File: config.mk
export PLATFORM = sky130hd
export DESIGN_NAME = asvm_div
export DESIGN_NICKNAME = d
export VERILOG_FILES = /design/src/hdl/asvm_pkg.sv /design/src/hdl/asvm_div.sv
export SDC_FILE = /design/constraint.sdc
export NUM_CORES = 1
export LEC_CHECK = 0
export BUFFER_PORTS_ARGS = -buffer_cell sky130_fd_sc_hd__buf_2
export CORE_AREA = 2 2 190 192
export DETAILED_ROUTE_END_ITERATION = 10
export DIE_AREA = 0 0 192 194
export PLACE_DENSITY = 0.47
export SLEW_MARGIN = 20
export SYNTH_ARGS = -nofsm -noshare
export SYNTH_HDL_FRONTEND = slang
export SYNTH_SLANG_ARGS = --single-unit
File: constraint.sdc
create_clock -name clk -period 4.19 [get_ports clk]
set_input_delay 0.2095 -clock clk [delete_from_list [all_inputs] [get_ports clk]]
set_output_delay 0.2095 -clock clk [all_outputs]
set_load 0.03 [all_outputs]
File: src/hdl/asvm_pkg.sv
// ----------------------------------------------------------------------------
// asvm_pkg
// Shared types and codes for the accumulator/stack VM execute unit.
// ----------------------------------------------------------------------------
package asvm_pkg;

	typedef enum logic [4:0] {
		OP_LDR  = 5'd1,  OP_STR  = 5'd2,  OP_SREG = 5'd3,  OP_ADD  = 5'd4,
		OP_SUB  = 5'd5,  OP_MUL  = 5'd6,  OP_DIV  = 5'd7,  OP_MOD  = 5'd8,
		OP_INC  = 5'd9,  OP_DEC  = 5'd10, OP_NEG  = 5'd11, OP_AND  = 5'd12,
		OP_OR   = 5'd13, OP_XOR  = 5'd14, OP_B    = 5'd15, OP_BL   = 5'd16,
		OP_BZ   = 5'd17, OP_BN   = 5'd18, OP_INT  = 5'd19, OP_HALT = 5'd20,
		OP_PUSH = 5'd21, OP_POP  = 5'd22, OP_SLP  = 5'd23, OP_RET  = 5'd24,
		OP_LSP  = 5'd25
	} opcode_t;

	typedef enum logic [2:0] {
		ST_OK   = 3'd0, ST_OPR  = 3'd1, ST_PC   = 3'd2, ST_SP   = 3'd3,
		ST_HALT = 3'd4, ST_ILL  = 3'd5, ST_DIV0 = 3'd6
	} status_t;

	typedef enum logic [1:0] {
		S_IDLE, S_EXEC, S_DIV, S_DONE
	} seq_state_t;

	typedef struct packed {
		logic               mode;
		logic        [4:0]  opcode;
		logic signed [31:0] operand;
		logic        [9:0]  load_address;
		logic signed [31:0] load_value;
	} cmd_item_t;

	typedef struct packed {
		logic        [2:0]  status;
		logic signed [31:0] accumulator;
		logic        [8:0]  next_pc;
		logic               interrupt_valid;
		logic        [3:0]  interrupt_number;
		logic        [30:0] sleep_ticks;
	} rsp_item_t;

	// divider handshake
	typedef struct packed {
		logic start;
		logic is_mod;
	} div_ctl_t;

	typedef struct packed {
		logic busy;
		logic done;
	} div_sts_t;

endpackage

File: src/hdl/asvm_div.sv
// ----------------------------------------------------------------------------
// asvm_div
// Iterative signed divider, one quotient bit per cycle, truncating toward 0.
// ----------------------------------------------------------------------------
module asvm_div import asvm_pkg::*; (
	input  logic        clk,
	input  logic        arst_n,
	input  div_ctl_t    ctl,
	input  logic [31:0] dividend,
	input  logic [31:0] divisor,
	output div_sts_t    sts,
	output logic [31:0] result
);
	logic [5:0]  cnt_q;
	logic        busy_q;
	logic        done_q;
	logic        mod_q;
	logic        negq_q;
	logic        negr_q;
	logic [31:0] rem_q;
	logic [31:0] quo_q;
	logic [31:0] dvs_q;
	logic [32:0] shifted;
	logic [33:0] diff;
	logic [31:0] abs_a;
	logic [31:0] abs_b;

	assign abs_a   = dividend[31] ? 32'd0 - dividend : dividend;
	assign abs_b   = divisor[31] ? 32'd0 - divisor : divisor;
	assign shifted = {rem_q, quo_q[31]};
	assign diff    = {1'b0, shifted} - {2'b00, dvs_q};

	// control: run 32 steps after start, pulse done at the end
	always_ff @(posedge clk or negedge arst_n) begin
		if (!arst_n) begin
			busy_q <= 1'b0;
			done_q <= 1'b0;
			cnt_q  <= '0;
		end else begin
			done_q <= 1'b0;
			if (ctl.start) begin
				busy_q <= 1'b1;
				cnt_q  <= 6'd32;
			end else if (busy_q) begin
				cnt_q <= cnt_q - 6'd1;
				if (cnt_q == 6'd1) begin
					busy_q <= 1'b0;
					done_q <= 1'b1;
				end
			end
		end
	end

	// datapath: restoring shift-subtract on magnitudes
	always_ff @(posedge clk) begin
		if (ctl.start) begin
			rem_q  <= '0;
			quo_q  <= abs_a;
			dvs_q  <= abs_b;
			mod_q  <= ctl.is_mod;
			negq_q <= dividend[31] ^ divisor[31];
			negr_q <= dividend[31];
		end else if (busy_q) begin
			if (!diff[33]) begin
				rem_q <= diff[31:0];
				quo_q <= {quo_q[30:0], 1'b1};
			end else begin
				rem_q <= shifted[31:0];
				quo_q <= {quo_q[30:0], 1'b0};
			end
		end
	end

	// apply signs
	always_comb begin
		if (mod_q)
			result = negr_q ? 32'd0 - rem_q : rem_q;
		else
			result = negq_q ? 32'd0 - quo_q : quo_q;
	end

	assign sts.busy = busy_q;
	assign sts.done = done_q;

	a_done_after_busy: assert property (@(posedge clk) disable iff (!arst_n)
		sts.done |-> $past(busy_q)) else $error("divider done without run");
endmodule

==> results by group <==
Run status
  – Status: finished, final reports clean

Synth
  – Synth cell types: 65
  – Synth async-reset ratio: between 7 and 8%
  – Synthesis Warnings: 0
  – Yosys top cell area share: 23.11%
  – Synthesized area: ~0.0087 mm2
  – Synth top area cells: edfxtp_1, xor2_1, dfxtp_1, xnor2_1, ha_1
  – Cells after Synth: 1045
  – #FFs+latches synth: ~110
  – Post-synthesis average cell area: roughly 8.3 um2
  – Sequential area share after synthesis: 32.77%
  – Post-synth EDFFs: 67
  – Top cell type by total area after synthesis: edfxtp_1
  – Syn Nets: 1152
  – Top FF cell, synth: edfxtp_1

Detailed routing
  – Residual DRC: 0
  – Initial DRC Count: 427
  – DR pass1 iterations: 5
  – Vias per cell: 4.767
  – Detail Route Antenna Nets: 0
  – DR vias: 7565
  – Wire length per cell: 15.36 um
  – Final WL: 24380 um

Die
  – Starting Density: 24.71%
  – Die area: ~0.037 mm2
  – CORE AREA: 0.03522 mm2
  – Row count: 69
  – Num ports: 102
  – Die Span X: 192 um
  – Die Span Y: 194 um

Place
  – Port Buffers: 101
  – Final RePlAce weighted congestion: 0.8448
  – Pre-CTS WS: about 0.51 ns
  – Half-perimeter wire length after placement: approximately 19000 um

STA
  – Setup Skew: 0.009915 ns
  – Slew margin rel.: 35.58%
  – Slack of the critical path: between 0.1 and 0.15 ns
  – Hold Vio Cnt, Final: 0
  – Final setup violation count: 0
  – Fin crit share: 96.64%
  – Slew Limit Fails: 0
  – Min Tclk post-route: 4.049 ns
  – RSZ-0062 raised after global routing: true
  – Maximum operating frequency: 247.0 MHz
  – Worst hold slack: about 0.021 ns
  – Slew @ Worst Pin: ~0.97 ns

Worst setup path
  – Critical path peak fanout: 4
  – Reg-to-reg slack, setup: 0.75 ns
  – CP required: 3.98 ns
  – Worst Setup End Kind: output port
  – R2R Path Start: rem_q[2]
  – FF-to-FF path depth: 12
  – Startpoint Class: flip-flop
  – Worst Setup Path Type: flip-flop to output port
  – Arr. time, crit path: between 3 and 4 ns
  – FF-to-FF End: rem_q[20]

Power and ir drop
  – Pwr Density: ~660 mW/mm2
  – Pleak: slightly above 4 nW
  – Peak VDD IR: 0.2700 mV

GRT
  – GRT Util Overall: 13.17%
  – Initial antenna violation count: 0
  – GRT overflow: 0
  – Largest net degree at the start of global routing: 87
  – First-pass GRT wire length: between 30000 and 40000 um
  – Number of global-route vias before repair: 7229

Clock network
  – CTS sink cnt: 107
  – CTS tree: done
  – Postcts setup bufs: 0
  – Clock transition at the registers of the reported paths: 0.08 ns
  – H-tree Lvls: 3
  – Skew-Pair Late Insertion Delay: 0.37 ns
  – Worst-case clock buffer depth: 2
  – CTS Buf Count: 9
  – Root buf cell: clkbuf_16
  – # resized after CTS: 0

Layout
  – Syn-to-layout area delta: 14.86%
  – Commonest non-fill, non-tap cell in the layout: nor2_1
  – Share of cells above drive strength 1: around 12%
  – FF+latch area: 0.002853 mm2
  – Most frequent cells in the layout: nor2_1, buf_2, nand2_1
  – Multi-input gate area: 0.005459 mm2
  – N_diodes: 0
  – Final nets: between 1000 and 1500
  – Layout fillers: 3831

Hold path
  – Hold EP: mod_q
  – Hold/Removal Path Class: primary input to flip-flop
  – Cell depth of the worst hold path: 1
  – Hold path startpoint: ctl[0]

Flow run
  – Max cap viols: 0
critical path: stages, from the launching register on:
cell and delay [ns]:
edfxtp_1 0.43, or4_4 0.56, or3_4 0.36, or3_4 0.34
nand2b_4 0.15, or4_4 0.45, or4_4 0.52, o31ai_2 0.21
xor2_1 0.17, mux2i_1 0.08, buf_2 0.19
metal layers:
metal	part of all wire [%]	GRT usage, %	up-vias
met5	0	0	-
met4	1.2	3.223	0
met3	4.4	1.683	14
met2	42	19.74	145
met1	52	19.84	3455
li1	-	-	3951
cell usage after synthesis (3+ instances only):
cell type and instances:
a2111oi_0 4, a211o_1 3, a211oi_1 30, a21o_1 15, a21oi_1 88, a31oi_1 3, and3_1 3, buf_1 6
clkbuf_1 42, dfrtp_1 8, dfxtp_1 32, edfxtp_1 67, ha_1 38, inv_1 53, mux2i_1 17, nand2_1 92
nand2b_1 8, nand3_1 13, nand3b_1 7, nand4_1 5, nor2_1 122, nor2b_1 10, nor3_1 19, nor4_1 11
o211ai_1 4, o21a_1 5, o21ai_0 49, o21ai_1 18, o221ai_1 5, o31ai_1 34, o32ai_1 3, o41ai_1 17
or2_1 4, or3_1 11, or4_1 16, or4_4 3, xnor2_1 70, xor2_1 76
worst max path at each step:
| stage | endpoint | slack (ns) | cells past startpoint | start |
|---|---|---|---|---|
| 3_3_place_gp | result[31] | 0.48 | 10 | quo_q[10] |
| 5_1_grt | result[31] | -0.04 | 10 | quo_q[10] |
| 4_1_cts | result[29] | 0.1 | 10 | quo_q[10] |
| 6_report | result[28] | 0.14 | 10 | quo_q[10] |
| 2_1_floorplan | result[28] | 0.48 | 9 | quo_q[10] |
| 3_5_place_dp | result[29] | 0.51 | 10 | quo_q[10] |
power breakdown:
part | total, W | internal, W | leakage [nW] | switching (W)
Clock | 0.000837 | 0.000411 | 0.135 | 0.000426
Sequential | 0.00184 | 0.00140 | 1.03 | 0.000438
Combinational | 0.00388 | 0.00152 | 2.91 | 0.00236
Total | 0.00656 | 0.00333 | 4.07 | 0.00323
cell type report:
| class | count | area share, % |
|---|---|---|
| clock buffer | 10 | 2.290 |
| timing repair buffer | 115 | 6.282 |
| inverter | 54 | 2.027 |
| tap | 461 | 5.769 |
| clock inverter | 6 | 0.5006 |
| multi-input combinational | 834 | 54.60 |
| sequential | 107 | 28.53 |
registers in the layout (all words and copies together) (netlist names):
register and count:
dvs_q 32, cnt_q 6, negr_q 1, negq_q 1, quo_q 32, busy_q 1, rem_q 32, done_q 1
mod_q 1
what timing repair did:
action                                  in CTS  in global routing
hold buffers                                 1                  0
endpoints found under the hold margin        8                  0
endpoints found under the setup margin       0                  2
cell families after synthesis:
logic type / share of synthesized area [%]
compound gates: 21.86
xor+xnor: 14.69
fa+ha+maj: 5.692
buf+inv: 4.571
flops: 32.77
mux: 1.955
simple gates: 18.46
stage by stage:
| step | cells | utilization (%) | area [um2] | TNS (ns) | total power, W |
|---|---|---|---|---|---|
| after detailed placement | 1570 | 27.56 | 9709 | 0 | 0.005744 |
| after global placement | 1570 | 27.56 | 9709 | 0 | 0.005753 |
| final | 1587 | 28.39 | 9998 | 0 | 0.006558 |
| after global routing | 1587 | 28.39 | 9998 | -0.08307 | 0.007131 |
| after floorplan | 1045 | - | 8705 | 0 | 0.004664 |
| after CTS | 1587 | 28.39 | 9998 | 0 | 0.006615 |
(Power assumes the default switching activity.)
