===== config.mk =====
export PLATFORM = sky130hd
export DESIGN_NAME = asvm_alu
export DESIGN_NICKNAME = d
export VERILOG_FILES = /design/src/hdl/asvm_pkg.sv /design/src/hdl/asvm_alu.sv
export SDC_FILE = /design/constraint.sdc
export NUM_CORES = 1
export LEC_CHECK = 0
export BUFFER_PORTS_ARGS = -buffer_cell sky130_fd_sc_hd__buf_2
export CORE_ASPECT_RATIO = 1.75
export CORE_MARGIN = 2
export CORE_UTILIZATION = 65
export DETAILED_ROUTE_END_ITERATION = 12
export MAX_ROUTING_LAYER = met4
export PLACE_DENSITY = 0.91
export SETUP_SLACK_MARGIN = 0.02
export SLEW_MARGIN = 20
export SYNTH_ARGS = -nofsm -noshare
export SYNTH_HDL_FRONTEND = slang
export SYNTH_SLANG_ARGS = --single-unit

===== constraint.sdc =====
create_clock -name vclk -period 31.5
set_clock_uncertainty 0.1 [all_clocks]
set_input_delay 6.3 -clock vclk [all_inputs]
set_output_delay 6.3 -clock vclk [all_outputs]
set_load 0.02 [all_outputs]

===== src/hdl/asvm_pkg.sv =====
// ----------------------------------------------------------------------------
// asvm_pkg
// Shared types and codes for the accumulator/stack VM execute unit.
// ----------------------------------------------------------------------------
package asvm_pkg;

	typedef enum logic [4:0] {
		OP_LDR  = 5'd1,  OP_STR  = 5'd2,  OP_SREG = 5'd3,  OP_ADD  = 5'd4,
		OP_SUB  = 5'd5,  OP_MUL  = 5'd6,  OP_DIV  = 5'd7,  OP_MOD  = 5'd8,
		OP_INC  = 5'd9,  OP_DEC  = 5'd10, OP_NEG  = 5'd11, OP_AND  = 5'd12,
		OP_OR   = 5'd13, OP_XOR  = 5'd14, OP_B    = 5'd15, OP_BL   = 5'd16,
		OP_BZ   = 5'd17, OP_BN   = 5'd18, OP_INT  = 5'd19, OP_HALT = 5'd20,
		OP_PUSH = 5'd21, OP_POP  = 5'd22, OP_SLP  = 5'd23, OP_RET  = 5'd24,
		OP_LSP  = 5'd25
	} opcode_t;

	typedef enum logic [2:0] {
		ST_OK   = 3'd0, ST_OPR  = 3'd1, ST_PC   = 3'd2, ST_SP   = 3'd3,
		ST_HALT = 3'd4, ST_ILL  = 3'd5, ST_DIV0 = 3'd6
	} status_t;

	typedef enum logic [1:0] {
		S_IDLE, S_EXEC, S_DIV, S_DONE
	} seq_state_t;

	typedef struct packed {
		logic               mode;
		logic        [4:0]  opcode;
		logic signed [31:0] operand;
		logic        [9:0]  load_address;
		logic signed [31:0] load_value;
	} cmd_item_t;

	typedef struct packed {
		logic        [2:0]  status;
		logic signed [31:0] accumulator;
		logic        [8:0]  next_pc;
		logic               interrupt_valid;
		logic        [3:0]  interrupt_number;
		logic        [30:0] sleep_ticks;
	} rsp_item_t;

	// divider handshake
	typedef struct packed {
		logic start;
		logic is_mod;
	} div_ctl_t;

	typedef struct packed {
		logic busy;
		logic done;
	} div_sts_t;

endpackage


===== src/hdl/asvm_alu.sv =====
// ----------------------------------------------------------------------------
// asvm_alu
// Combinational ALU for the non-dividing accumulator operations.
// ----------------------------------------------------------------------------
module asvm_alu import asvm_pkg::*; (
	input  logic [4:0]  op,
	input  logic [31:0] a,
	input  logic [31:0] b,
	output logic [31:0] y
);
	logic [31:0] prod;

	// keep only the low word of the product
	assign prod = a * b;

	// select the operation, wrapping at 32 bits
	always_comb begin
		unique case (opcode_t'(op))
			OP_ADD:  y = a + b;
			OP_SUB:  y = a - b;
			OP_MUL:  y = prod;
			OP_INC:  y = a + 32'd1;
			OP_DEC:  y = a - 32'd1;
			OP_NEG:  y = 32'd0 - a;
			OP_AND:  y = a & b;
			OP_OR:   y = a | b;
			OP_XOR:  y = a ^ b;
			default: y = a;
		endcase
	end
endmodule


==> results of run 1 <==
==> cell usage in the layout, fill, tap and decap left out, drive strengths merged, types with 4 or more instances in the layout <==
| master | synthesis | routed |
|---|---|---|
| xor2 | 26 | 26 |
| mux2i | 13 | 13 |
| fa | 409 | 409 |
| and2 | 6 | 6 |
| diode | 0 | 11 |
| nor3b | 4 | 4 |
| or4 | 8 | 8 |
| or2 | 5 | 5 |
| nor3 | 51 | 51 |
| o211ai | 11 | 11 |
| a211oi | 10 | 10 |
| buf | 28 | 119 |
| a21o | 37 | 37 |
| nand2 | 270 | 270 |
| nor2b | 10 | 10 |
| and3 | 12 | 12 |
| o221ai | 12 | 12 |
| a221oi | 18 | 18 |
| o2111ai | 7 | 7 |
| a31oi | 22 | 22 |
| o311ai | 5 | 5 |
| a21oi | 127 | 127 |
| o21ai | 95 | 95 |
| o21bai | 5 | 5 |
| nand3 | 36 | 36 |
| ha | 220 | 220 |
| nand4 | 10 | 10 |
| or3 | 14 | 14 |
| clkinv | 15 | 15 |
| nand2b | 9 | 9 |
| o21a | 7 | 7 |
| inv | 450 | 450 |
| a222oi | 4 | 4 |
| a22oi | 12 | 12 |
| xnor2 | 82 | 82 |
| nor2 | 414 | 414 |
| o31ai | 9 | 9 |
| a211o | 4 | 4 |
| nor4 | 12 | 12 |
==> cell type report <==
class | instances | area, um2 | share of cell area
Timing Repair Buffer | 119 | 641 | 0.0300
Multi-Input combinational cell | 2033 | 18400 | 0.864
Inverter | 465 | 1750 | 0.0818
Tap cell | 396 | 495 | 0.0232
Antenna cell | 11 | 27.5 | 0.00129
==> through the flow <==
stage               std cells  hold WS, ps   util  worst slack, ps
detailed placement       3013        13120  0.678            10560
finish                   3024        13130  0.679            10100
CTS                      3013        13120  0.678            10530
floorplan                2639        12750      -            11990
global placement         3013        13120  0.678            10690
global route             3023        13140  0.679            10080
==> layer usage <==
metal / GRT usage / vias up / wire length [um]
met3: 0.172 / 875 / 11100
met1: 0.549 / 9968 / 25600
li1: - / 8350 / -
met5: - / - / 0
met4: 0.590 / 0 / 13200
met2: 0.842 / 1859 / 39300
==> worst max-delay path: cells and delay by family <==
family / cells / cell delay (ps)
xor gates and xnor gates: 1 / 250
adders and majority gates: 9 / 4250
and+or+nand+nor: 2 / 440
AOI/OAI and AO/OA: 6 / 2060
buffers and inverters: 7 / 1680
==> how the worst max path moves through the flow <==
stage	cells past startpoint	startpoint	end	slack, ps
global placement	23	b[4]	y[24]	10690
global route	25	a[10]	y[26]	10080
floorplan	25	b[2]	y[28]	11990
detailed placement	25	b[4]	y[24]	10560
CTS	25	b[4]	y[24]	10530
finish	25	a[10]	y[24]	10100
==> logic make-up after synthesis <==
family                     share of synthesized area
AOI/OAI and AO/OA                              0.127
xor gates and xnor gates                      0.0468
adders and majority gates                      0.529
buffers and inverters                          0.111
muxes                                        0.00738
and+or+nand+nor                                0.179
==> reports/metrics.cfg, run 1 <==
[status]
status = finished with violations
failed_checks = DRC

[logic_synthesis]
synth_most_common_cell = inv_1
synth-seq-area-share = 0
syn-cell-area_mm2 = 0.0207
syn_area_per_cell_um2 = 7.84
syn-num-nets = 3337
synth_area_leader_cell = fa_1
synth.top_cell.area_share = 0.396
synth_commonest_cells = inv_1, nor2_1, fa_1, nand2_1, ha_1
yosys.cell_types.count = 78
ys_top_cells_by_area = fa_1, ha_1, inv_1
netlist_instances = 2639
ys.warnings.count = 0

[global_route]
grt_antenna_before_repair = 10
grtUsageTotal = 0.558
globalRouteOverflowTotal = 0
grt_first_pass_wirelength_um = 133000
maximum_number_of_pins_on_one_net_before_global_route_repair = 65
number_of_global_route_vias_before_repair = 22605

[route]
initialDrtViolationCount = 2557
via_per_inst = 6.96
drc_violations_left = 1
routed_wire_length_per_instance_um = 29.5
drt.antenna.violating_nets = 0
dr.pass1.iters = 13
num_vias = 21052
drt-total-wl_um = 89300

[placed_design]
dp.final_hpwl_um = 69200
io_buffers = 101
total_cell_area_at_the_placement_stage_mm2 = 0.0213
gp_routability_congestion = 1.10

[timing]
setup-violations-final = 0
fmaxAchievable_mhz = 46.7
number_of_failing_hold_endpoints_at_the_final_stage = 0
tns_ps = 0
final.min_clock_period_ps = 21400
timing.max_slew.rel_slack = 0.193
max_slew.worst_pin.slew_ps = 1210
finalCritPeriodShare = 0.679
rsz0062_at_grt = no
final_max_slew_viol_count = 0

[clock_tree]
cts-resized-gates = 0
post_cts_setup_buffer_count = 0
hold_buffers = 0

[die]
num_io_pins = 101
placement_rows = 86
die-area_mm2 = 0.0333
die_w_um = 139
floorplan.initialDensity = 0.658
design.core.area_mm2 = 0.0314
die_y_um = 240

[min_path]
holdPathStages = 4
hold_path_class = in2out
worst_hold_startpoint = a[30]
worstHoldEndpoint = y[30]

[final_layout]
final.clkbuf_count = 0
sequential_cell_area_um2 = 0
layout.nets = 3317
final_layout_size_suffix_gt1_frac = 0.0554
number_of_sequential_storage_elements = 0
postLayoutCellArea_mm2 = 0.0213
syn2layout_area_growth_pct = 3.17
nFillCells = 2612

[critical_path]
endpoint_kind = output pin
cp.arrival_ps = 15000
worstPathMaxFanout = 17
slowest_delay_ps = 800
crit_slowest_cell = clkinv_1
critPathMostFrequentCell = fa_1
type_of_the_worst_setup_path = in2out
timing.critical_path.required_ps = 25100
startpoint_class = primary input

[flow_run]
max-cap-violations = 0

==> inputs of run 2 (changes only) <==
CORE_UTILIZATION = 60   (was 65)
PLACE_DENSITY = 0.88   (was 0.91)
clock period = 19.45 ns   (was 31.5 ns; I/O delays follow)
==> run 2 against run 1 <==
  * The flow now finishes without violations
  * Highest routed layer unchanged
  * Die area grew 8.1%
  * Non-clock buffer count is 6 higher
  * Cell count grew 2.1%
  * Largest cell class unchanged
  * Design area is 0.57% higher
==> reports/metrics.cfg, run 2 (same netlist as run 1, synthesis figures left out) <==
[final_layout]
mostFrequentLayoutCells = inv_1, nor2_1, fa_1, nand2_1, ha_1
number_of_sequential_storage_elements = 0  ; unchanged
mostFrequentLayoutCell = inv_1
syn2layout_area_growth_pct = 3.76
final_layout_size_suffix_gt1_frac = 0.0579  ; +0.00254
final.clkbuf_count = 0  ; unchanged
finish.utilization = 0.627  ; -0.0522
layout.cells.non_filler = 3086  ; +2.1%
layout.nets = 3323  ; +0.18%
nFillCells = 2996  ; +15%
sequential_cell_area_um2 = 0  ; unchanged

[global_route]
groute.layer.met2.usage = 0.810  ; -0.0319
grtUsageTotal = 0.551  ; -0.00665
globalRouteOverflowTotal = 0  ; unchanged
globalRouteMet3Util = 0.205  ; +0.0323
grt_antenna_before_repair = 2  ; -8
grt_first_pass_wirelength_um = 138000  ; +3.9%
grt_use_met1 = 0.547  ; -0.00141
global_route_hottest_layer = met2
number_of_global_route_vias_before_repair = 22404  ; -0.89%
maximum_number_of_pins_on_one_net_before_global_route_repair = 65  ; unchanged

[critical_path]
endpoint_kind = output pin
timing.critical_path.required_ps = 15460  ; -9640 ps
critPathMostFrequentCell = fa_1
slowest_delay_ps = 1090  ; +290 ps
cp.arrival_ps = 12580  ; -2420 ps
worstPathMaxFanout = 18  ; +1
type_of_the_worst_setup_path = in2out
startpoint_class = primary input
critical_path_start = a[5]
crit_slowest_cell = clkinv_1

[die]
placement_rows = 90  ; +4.7%
die_w_um = 144  ; +4.0%
design.core.area_mm2 = 0.0342  ; +9.0%
num_io_pins = 101  ; unchanged
floorplan.initialDensity = 0.604  ; -0.0541
die-area_mm2 = 0.0360  ; +8.1%
die_y_um = 250  ; +4.0%

[timing]
rsz0062_at_grt = no
fmaxAchievable_mhz = 60.4
final.min_clock_period_ps = 16570
tns_ps = 0  ; unchanged
max_slew.worst_pin.slew_ps = 1170  ; -35.3 ps
number_of_failing_hold_endpoints_at_the_final_stage = 0  ; unchanged
timing.max_slew.rel_slack = 0.212  ; +0.0196
final_max_slew_viol_count = 0  ; unchanged
setup-violations-final = 0  ; unchanged
finalCritPeriodShare = 0.852

[route]
routed_wire_length_per_instance_um = 30.4  ; +3.0%
via_per_inst = 6.69  ; -3.9%
drt-total-wl_um = 93800  ; +5.1%
drt.antenna.violating_nets = 0  ; unchanged
initialDrtViolationCount = 2465  ; -3.6%
dr.pass1.iters = 10  ; -3
drc_violations_left = 0  ; -1
num_vias = 20642  ; -1.9%

[placed_design]
dp_cells = 3083  ; +2.3%
gp_routability_congestion = 1.14  ; +3.6%
dp.final_hpwl_um = 71400  ; +3.2%
io_buffers = 101  ; unchanged

[status]
status = complete, no violations

[flow_run]
max-cap-violations = 0  ; unchanged

[clock_tree]
cts-resized-gates = 0  ; unchanged
hold_buffers = 0  ; unchanged
post_cts_setup_buffer_count = 0  ; unchanged

[min_path]
holdPathStages = 4  ; unchanged
worst_hold_startpoint = a[31]
hold_path_class = in2out

==> run 2: cell types whose count changed in the layout (fill, tap and decap cells not counted), sizes merged <==
cell and delta:
buf +6, diode -8
==> run 2: final cells by class <==
class                           instances  area (um2)  area share
Antenna cell                            3        7.51    0.000350
Inverter                              465        1750      0.0813
Multi-Input combinational cell       2033       18400       0.860
Tap cell                              460         576      0.0268
Timing Repair Buffer                  125         686      0.0320
==> run 2: final timing paths <==
path                  endpoint  slack, ps
worst max-delay path     y[27]       2880
worst min-delay path     y[31]       8280
==> run 2: per-stage QoR <==
| stage | worst slack [ps] | cell area (um2) | hold WS, ps |
|---|---|---|---|
| final | 2880 | 21500 | 8280 |
| after global routing | 2690 | 21500 | 8320 |
| after CTS | 3220 | 21400 | 8280 |
| after detailed placement | 3250 | 21400 | 8270 |
| after global placement | 3370 | 21400 | 8270 |
| after floorplan | 4760 | 20700 | 7930 |
==> run 2: critical path: cells and delay by family <==
kind	cells	cell delay (ps)
XOR/XNOR	1	220
buffers and inverters	7	2020
adder cells (fa/ha/maj)	9	3740
AND/OR/NAND/NOR	3	760
AO/OA/AOI/OAI	6	1930
==> run 2: per-layer routing <==
layer	up-vias	wire (um)
met2	1723	41500
met5	-	0
li1	8345	-
met3	798	12000
met1	9776	27300
met4	0	13000
